==> src/design/mcpwm_pkg.sv <==
// Shared types, constants and helpers for the multi-channel PWM generator.
// No dependencies; used by mcpwm_lane, the top level and the checker.
package mcpwm_pkg;

  localparam int CHANNELS_DEF      = 16;
  localparam int DEFAULT_PULSE_DEF = 20000;

  localparam int PIN_W       = 16;
  localparam int TIME_W      = 32;
  localparam int CH_W        = 5;
  localparam int OP_W        = 3;
  localparam int IN_TDATA_W  = 72;
  localparam int OUT_TDATA_W = 24;
  localparam int CFG_ADDR_W  = 1;
  localparam int CFG_DATA_W  = 32;

  // Command codes
  localparam logic [OP_W-1:0] OP_TICK      = 3'd0;
  localparam logic [OP_W-1:0] OP_CONFIGURE = 3'd1;
  localparam logic [OP_W-1:0] OP_ENABLE    = 3'd2;
  localparam logic [OP_W-1:0] OP_DISABLE   = 3'd3;
  localparam logic [OP_W-1:0] OP_MODIFY    = 3'd4;
  localparam logic [OP_W-1:0] OP_FORCE_HI  = 3'd5;
  localparam logic [OP_W-1:0] OP_FORCE_LO  = 3'd6;
  localparam logic [OP_W-1:0] OP_TEST      = 3'd7;

  // Register indexes
  localparam logic [CFG_ADDR_W-1:0] REG_ALLOWED   = 1'b0;
  localparam logic [CFG_ADDR_W-1:0] REG_MIN_PULSE = 1'b1;

  // Broadcast to every lane; at most one of the write strobes is set
  typedef struct packed {
    logic              tick;
    logic              cfg_wr;
    logic              en_flag;
    logic              ena_wr;
    logic              dis_wr;
    logic              mod_wr;
    logic [CH_W-1:0]   ch;
    logic [TIME_W-1:0] now;
    logic [TIME_W-1:0] now_nxt;
    logic [TIME_W-1:0] high_time;
    logic [TIME_W-1:0] low_time;
  } lane_cmd_t;

  // Lane status back to the top
  typedef struct packed {
    logic enabled;
    logic next_level;
    logic toggle;
  } lane_stat_t;

  // Zero-length times are stored as one tick
  function automatic logic [TIME_W-1:0] at_least_one(input logic [TIME_W-1:0] t);
    return (t == '0) ? TIME_W'(1) : t;
  endfunction

endpackage

==> src/design/mcpwm_lane.sv <==
// One PWM channel: enable, level, deadline and high/low times.
// Depends on mcpwm_pkg.
module mcpwm_lane #(
  parameter int          IDX           = 0,
  parameter logic [31:0] DEFAULT_PULSE = 32'(mcpwm_pkg::DEFAULT_PULSE_DEF)
) (
  input  logic                   clk,
  input  logic                   rst_n,
  input  logic                   fire,
  input  mcpwm_pkg::lane_cmd_t   cmd,
  output mcpwm_pkg::lane_stat_t  stat
);
  import mcpwm_pkg::*;

  logic              enabled_r, enabled_nxt;
  logic              level_r, level_nxt;
  logic [TIME_W-1:0] deadline_r, deadline_nxt;
  logic [TIME_W-1:0] high_r, high_nxt;
  logic [TIME_W-1:0] low_r, low_nxt;
  logic [TIME_W-1:0] slack;
  logic              hit;
  logic              toggle;

  assign hit = (cmd.ch == CH_W'(IDX));

  // Wrap-safe deadline check against the advanced time
  assign slack  = deadline_r - cmd.now_nxt;
  assign toggle = cmd.tick && enabled_r && slack[TIME_W-1];

  assign stat.enabled    = enabled_r;
  assign stat.next_level = !level_r;
  assign stat.toggle     = toggle;

  // Next state
  always_comb begin
    enabled_nxt  = enabled_r;
    level_nxt    = level_r;
    deadline_nxt = deadline_r;
    high_nxt     = high_r;
    low_nxt      = low_r;
    if (toggle) begin
      level_nxt    = !level_r;
      deadline_nxt = deadline_r + (level_r ? low_r : high_r);
    end
    if (hit) begin
      if (cmd.cfg_wr) begin
        level_nxt = 1'b0;
        if (cmd.en_flag) begin
          enabled_nxt  = 1'b1;
          deadline_nxt = cmd.now;
          high_nxt     = at_least_one(cmd.high_time);
          low_nxt      = at_least_one(cmd.low_time);
        end else begin
          enabled_nxt = 1'b0;
          high_nxt    = DEFAULT_PULSE;
          low_nxt     = DEFAULT_PULSE;
        end
      end
      if (cmd.ena_wr) begin
        enabled_nxt  = 1'b1;
        deadline_nxt = cmd.now;
      end
      if (cmd.dis_wr) begin
        enabled_nxt = 1'b0;
      end
      if (cmd.mod_wr) begin
        high_nxt = at_least_one(cmd.high_time);
        low_nxt  = at_least_one(cmd.low_time);
      end
    end
  end

  always_ff @(posedge clk) begin
    if (!rst_n) begin
      enabled_r  <= 1'b0;
      level_r    <= 1'b0;
      deadline_r <= '0;
      high_r     <= DEFAULT_PULSE;
      low_r      <= DEFAULT_PULSE;
    end else if (fire) begin
      enabled_r  <= enabled_nxt;
      level_r    <= level_nxt;
      deadline_r <= deadline_nxt;
      high_r     <= high_nxt;
      low_r      <= low_nxt;
    end
  end

endmodule

==> config.mk <==
export PLATFORM = sky130hd
export DESIGN_NAME = mcpwm_lane
export DESIGN_NICKNAME = d
export VERILOG_FILES = /design/src/design/mcpwm_pkg.sv /design/src/design/mcpwm_lane.sv
export SDC_FILE = /design/constraint.sdc
export NUM_CORES = 1
export LEC_CHECK = 0
export BUFFER_PORTS_ARGS = -buffer_cell sky130_fd_sc_hd__buf_2
export CORE_AREA = 5 5 104 126
export DETAILED_ROUTE_END_ITERATION = 8
export DIE_AREA = 0 0 109 131
export GPL_ROUTABILITY_DRIVEN = 0
export PLACE_DENSITY = 0.86
export SYNTH_ARGS = -nofsm -noshare
export SYNTH_HDL_FRONTEND = slang
export SYNTH_SLANG_ARGS = --single-unit
==> constraint.sdc <==
create_clock -name clk -period 6.64 [get_ports clk]
set_input_delay 0.332 -clock clk [delete_from_list [all_inputs] [get_ports clk]]
set_output_delay 0.332 -clock clk [all_outputs]
set_load 0.05 [all_outputs]
## Word-level counts from Yosys, hierarchy flattened

Index checks and enable logic that the tools add are counted.

- $add $sub $neg: 2
- Mux-type cells: 21
- Reduce and logical (&&, ||, !) cells: 10

Operators by type and width:

| kind | number |
|---|---|
| 32-bit two-way mux | 14 |
| 32-bit zero test | 2 |
| 32-bit adder | 1 |
| 32-bit subtractor | 1 |
| 1-bit two-way mux | 7 |
| 3-bit AND reduction | 2 |
| 5-bit zero test | 1 |
| 3-bit nonzero test | 1 |
| 1-bit logical AND | 2 |
| 2-bit nonzero test | 1 |
| 1-bit zero test | 1 |

- Flip-flop bits (word level): 98
- Bits of input ports: 142
- Word-level logic and storage cells: 38

## Depth between registers and ports, before layout

- Depth in word-level cells: 7
- Mapped depth: 13
- Mapped depth without buffers: 11

## Least setup slack after synthesis

OpenSTA, ideal clock, no wires.

- Kind: reg2reg
- From: register level_r
- To: register deadline_r[23]
- Setup time: 0.095 ns
- Data arrival time: 3.266 ns
- Required time: 6.545 ns
- Slack: 3.279 ns
- Stages on the path, launching flop included: 13
- Clock period less this slack: 3.361 ns
- Cell sequence: dfxtp_1 -> clkbuf_1 -> clkbuf_1 -> mux2_2 -> ha_1 -> and3_1 -> and3_1 -> a211oi_2 -> a21oi_1 -> o31a_1 -> or2_2 -> xnor2_1 -> a221oi_1

- Cells in the longest elaborated chain, start to end: 7

Ends and longest elaborated chain:

| item | line | source |
|---|---|---|
| from (decl) | mcpwm_lane.sv:16 | `logic level_r, level_nxt;` |
| from (signal assigned) | mcpwm_lane.sv:82 | `level_r <= level_nxt;` |
| 32-bit two-way mux * | mcpwm_lane.sv:43 | `deadline_nxt = deadline_r + (level_r ? low_r : high_r);` |
| 32-bit adder * | mcpwm_lane.sv:43 |  |
| 32-bit two-way mux * | mcpwm_lane.sv:41 | `if (toggle) begin` |
| 32-bit two-way mux | mcpwm_lane.sv:48 | `if (cmd.en_flag) begin` |
| 32-bit two-way mux | mcpwm_lane.sv:46 | `if (cmd.cfg_wr) begin` |
| 32-bit two-way mux | mcpwm_lane.sv:59 | `if (cmd.ena_wr) begin` |
| 32-bit two-way mux * | mcpwm_lane.sv:45 | `if (hit) begin` |
| to (signal assigned) | mcpwm_lane.sv:83 | `deadline_r <= deadline_nxt;` |
| to (decl) | mcpwm_lane.sv:17 | `logic [TIME_W-1:0] deadline_r, deadline_nxt;` |

Mark *: on every way between the ends. The rest lies on a longest branch, timed or not.
A chain may end at the register's enable or synchronous reset.

## Worst setup path after layout

- From: register level_r
- To: register deadline_r[20]

Same word-level chain as after synthesis.

==> results.yml <==
routing:
  wl_per_cell_um: 18.5
  drc: 0
  drt_wl_total_um: 20300
  num_vias: 6903
  firstDrtPassIters: 5
  viasPerCell: 6.28
  drt_iter0_markers: 562
  postRouteAntennaNets: 0
sta:
  slew_headroom: 0.215
  worstMarginPinSlew_ns: 1.17
  timing.final.crit_share: 0.601
  rsz0062_at_grt: "false"
  slew_viol_final: 0
  finalSetupViolCount: 0
  fmax_mhz: 251
  final_hold_viol_count: 0
  fin_crit_ns: 3.99
  clock_skew_ns: 0.00615
  setup_tns_ns: 0
synthesis:
  synthArstFlopShare: 0
  synth_edf_count: 0
  synth_top_area_frac: 0.286
  synth_area_leaders: "dfxtp_1 29%, ha_1 11%, a22oi_1 5.8%, mux2_2 5.2%, a21oi_1 5.1%"
  syn_inst: 824
  syn_area_per_cell_um2: 8.34
  syn-num-nets: 1028
  ys_ff_latch: 98
  synth_seq_area_share: 0.286
  synth.distinct_cells: 75
  synth_top_area_cell: "dfxtp_1"
  syn_area_mm2: 0.00687
  ys_dominant_reg_cell: "dfxtp_1"
  yosys_warnings: 0
placed_design:
  dp_hpwl_um: 15800
  io_buffer_count: 144
cells_and_area:
  multiInputGateArea_mm2: 0.00442
  n_antenna_cell: 0
  nets: 1139
  layout-drive-gt1-share: 0.233
  final_cell_mix: "144 x buf_2, 98 x dfxtp_1, 86 x nor2_1"
  areaGrowthSynthToFinish_pct: 13.7
  mostFrequentLayoutCell: "buf_2"
  n_fill_cell: 1001
  regArea_mm2: 0.00196
pwr:
  power.leakage_nw: 3.41
  total_power_mw: 1.21
  powerDensity_mw_per_mm2: 155
  peakVddDrop_uv: 123
critical_path:
  cp_slowest_cell: "dfxtp_1"
  worstReg2RegStart: "level_r"
  crit_buf_inv: 1
  worstSetupEndpointType: "register"
  crit_path_start: "level_r"
  startpoint_type: "register"
  worstPathRequired_ns: 6.88
  cp_max_fo: 20
  critical_path_class: "register to register"
  crit_family: "compound AO/OA/AOI/OAI gates"
  path_cells: "buf_4, mux2_2, ha_1, fa_1, a211oi_1, o211ai_1, and2_1, a31oi_1, nor3_1, a211oi_1, xor2_1, a221oi_1"
  slowest_delay_ns: 0.69
  cp.arrival_ns: 4.23
  cpMostUsedCell: "a211oi_1"
worst_hold_path:
  holdCritPathClass: "primary input to register"
  min_from: "cmd[42]"
clock_network:
  clock_path_buffers: 2
  cts_tree: "yes"
  ctsHoldBuffers: 0
  cts_setup_buffers: 0
  clk_latency_ns: 0.35
  root_buffer: "clkbuf_16"
  cts_resized: 0
  clkTransAtPathRegs_ns: 0.07
  cts.sinks: 98
  cts_made_buffers: 9
  htree_levels: 3
global_route:
  grt_usage: 0.285
  grt_pass1_wl_um: 32100
  antenna_found_initial: 0
  grt_pass1_vias: 6538
  grt_start_max_net_pins: 65
  grt_overflow: 0
outcome:
  status: "complete, no violations"
die:
  die_area_mm2: 0.0143
  start_util: 0.580
  fp.dieW_um: 109
  die_height_um: 131
  num_io_pins: 145
  core_mm2: 0.0118
  rows: 44
run:
  maxCapViolations: 0
[layer usage]
| layer | vias to the layer above | share of wire | GRT usage |
|---|---|---|---|
| met2 | 353 | 0.48 | 0.482 |
| met4 | 0 | 0.031 | 0.104 |
| met5 | - | 0 | 0 |
| met3 | 54 | 0.095 | 0.0393 |
| met1 | 3197 | 0.40 | 0.371 |
| li1 | 3299 | - | - |
[worst paths after layout]
check	to	slack [ns]	cells past startpoint
setup / recovery	deadline_r[20]	2.65	12
hold reg to reg	low_r[0]	0.48	2
setup reg to reg	deadline_r[20]	2.65	12
hold / removal	high_r[10]	0.21	3
[area by class of cell]
cell class              count  area share
flip-flops and latches     98       0.251
clock buffers              10      0.0293
repair buffers            145      0.0932
multi-input cells         619       0.566
inverters                  62      0.0298
clock inverters             5     0.00512
well taps                 161      0.0258
[worst min-delay path, cell delays in order]
cell and delay (ns):
buf_2 0.09, o22ai_1 0.06, nand2_1 0.05
[through the flow]
stage               setup WS [ns]  cells  instance area (µm²)  hold WS, ns   util
CTS                          2.72   1100                 7820        0.207  0.660
finish                       2.65   1100                 7820        0.212  0.660
global route                 2.45   1100                 7820        0.219  0.660
floorplan                    3.28    824                 6870        0.428      -
detailed placement           2.71   1085                 7550        0.462  0.638
global placement             2.88   1085                 7550        0.464  0.638
[kinds of logic (layout without fill, tap and decap cells)]
group,count (synthesis),count (layout),share of synthesized area
and+or+nand+nor,222,222,0.156
AOI/OAI and AO/OA,275,275,0.282
muxes,35,35,0.0586
buffers and inverters,107,222,0.0708
DFF,98,98,0.286
xor gates and xnor gates,25,25,0.0330
adders and majority gates,62,62,0.114
[sequential cells by signal, indices dropped and copies added (netlist names)]
name,cells
high_r,32
deadline_r,32
enabled_r,1
low_r,32
level_r,1
[synthesized netlist by cell type (8+ instances only)]
| master | n |
|---|---|
| nor2_1 | 86 |
| dfxtp_1 | 98 |
| nor3_1 | 12 |
| nand3_1 | 13 |
| o21ai_0 | 35 |
| clkbuf_1 | 26 |
| xor2_1 | 8 |
| nand4_1 | 17 |
| nor4_1 | 19 |
| a21oi_1 | 70 |
| o221ai_1 | 15 |
| a21o_1 | 16 |
| mux2_2 | 32 |
| a211oi_1 | 9 |
| nand2_1 | 44 |
| ha_1 | 61 |
| xnor2_1 | 16 |
| inv_1 | 61 |
| a22oi_1 | 53 |
| o22ai_1 | 10 |
[power by group]
| part | internal, mW | total [mW] | switching (mW) |
|---|---|---|---|
| sequential | 0.591 | 0.594 | 0.00333 |
| combinational | 0.0527 | 0.119 | 0.0664 |
| clock | 0.255 | 0.495 | 0.240 |
No activity file was read; power rests on OpenSTA's default activity.
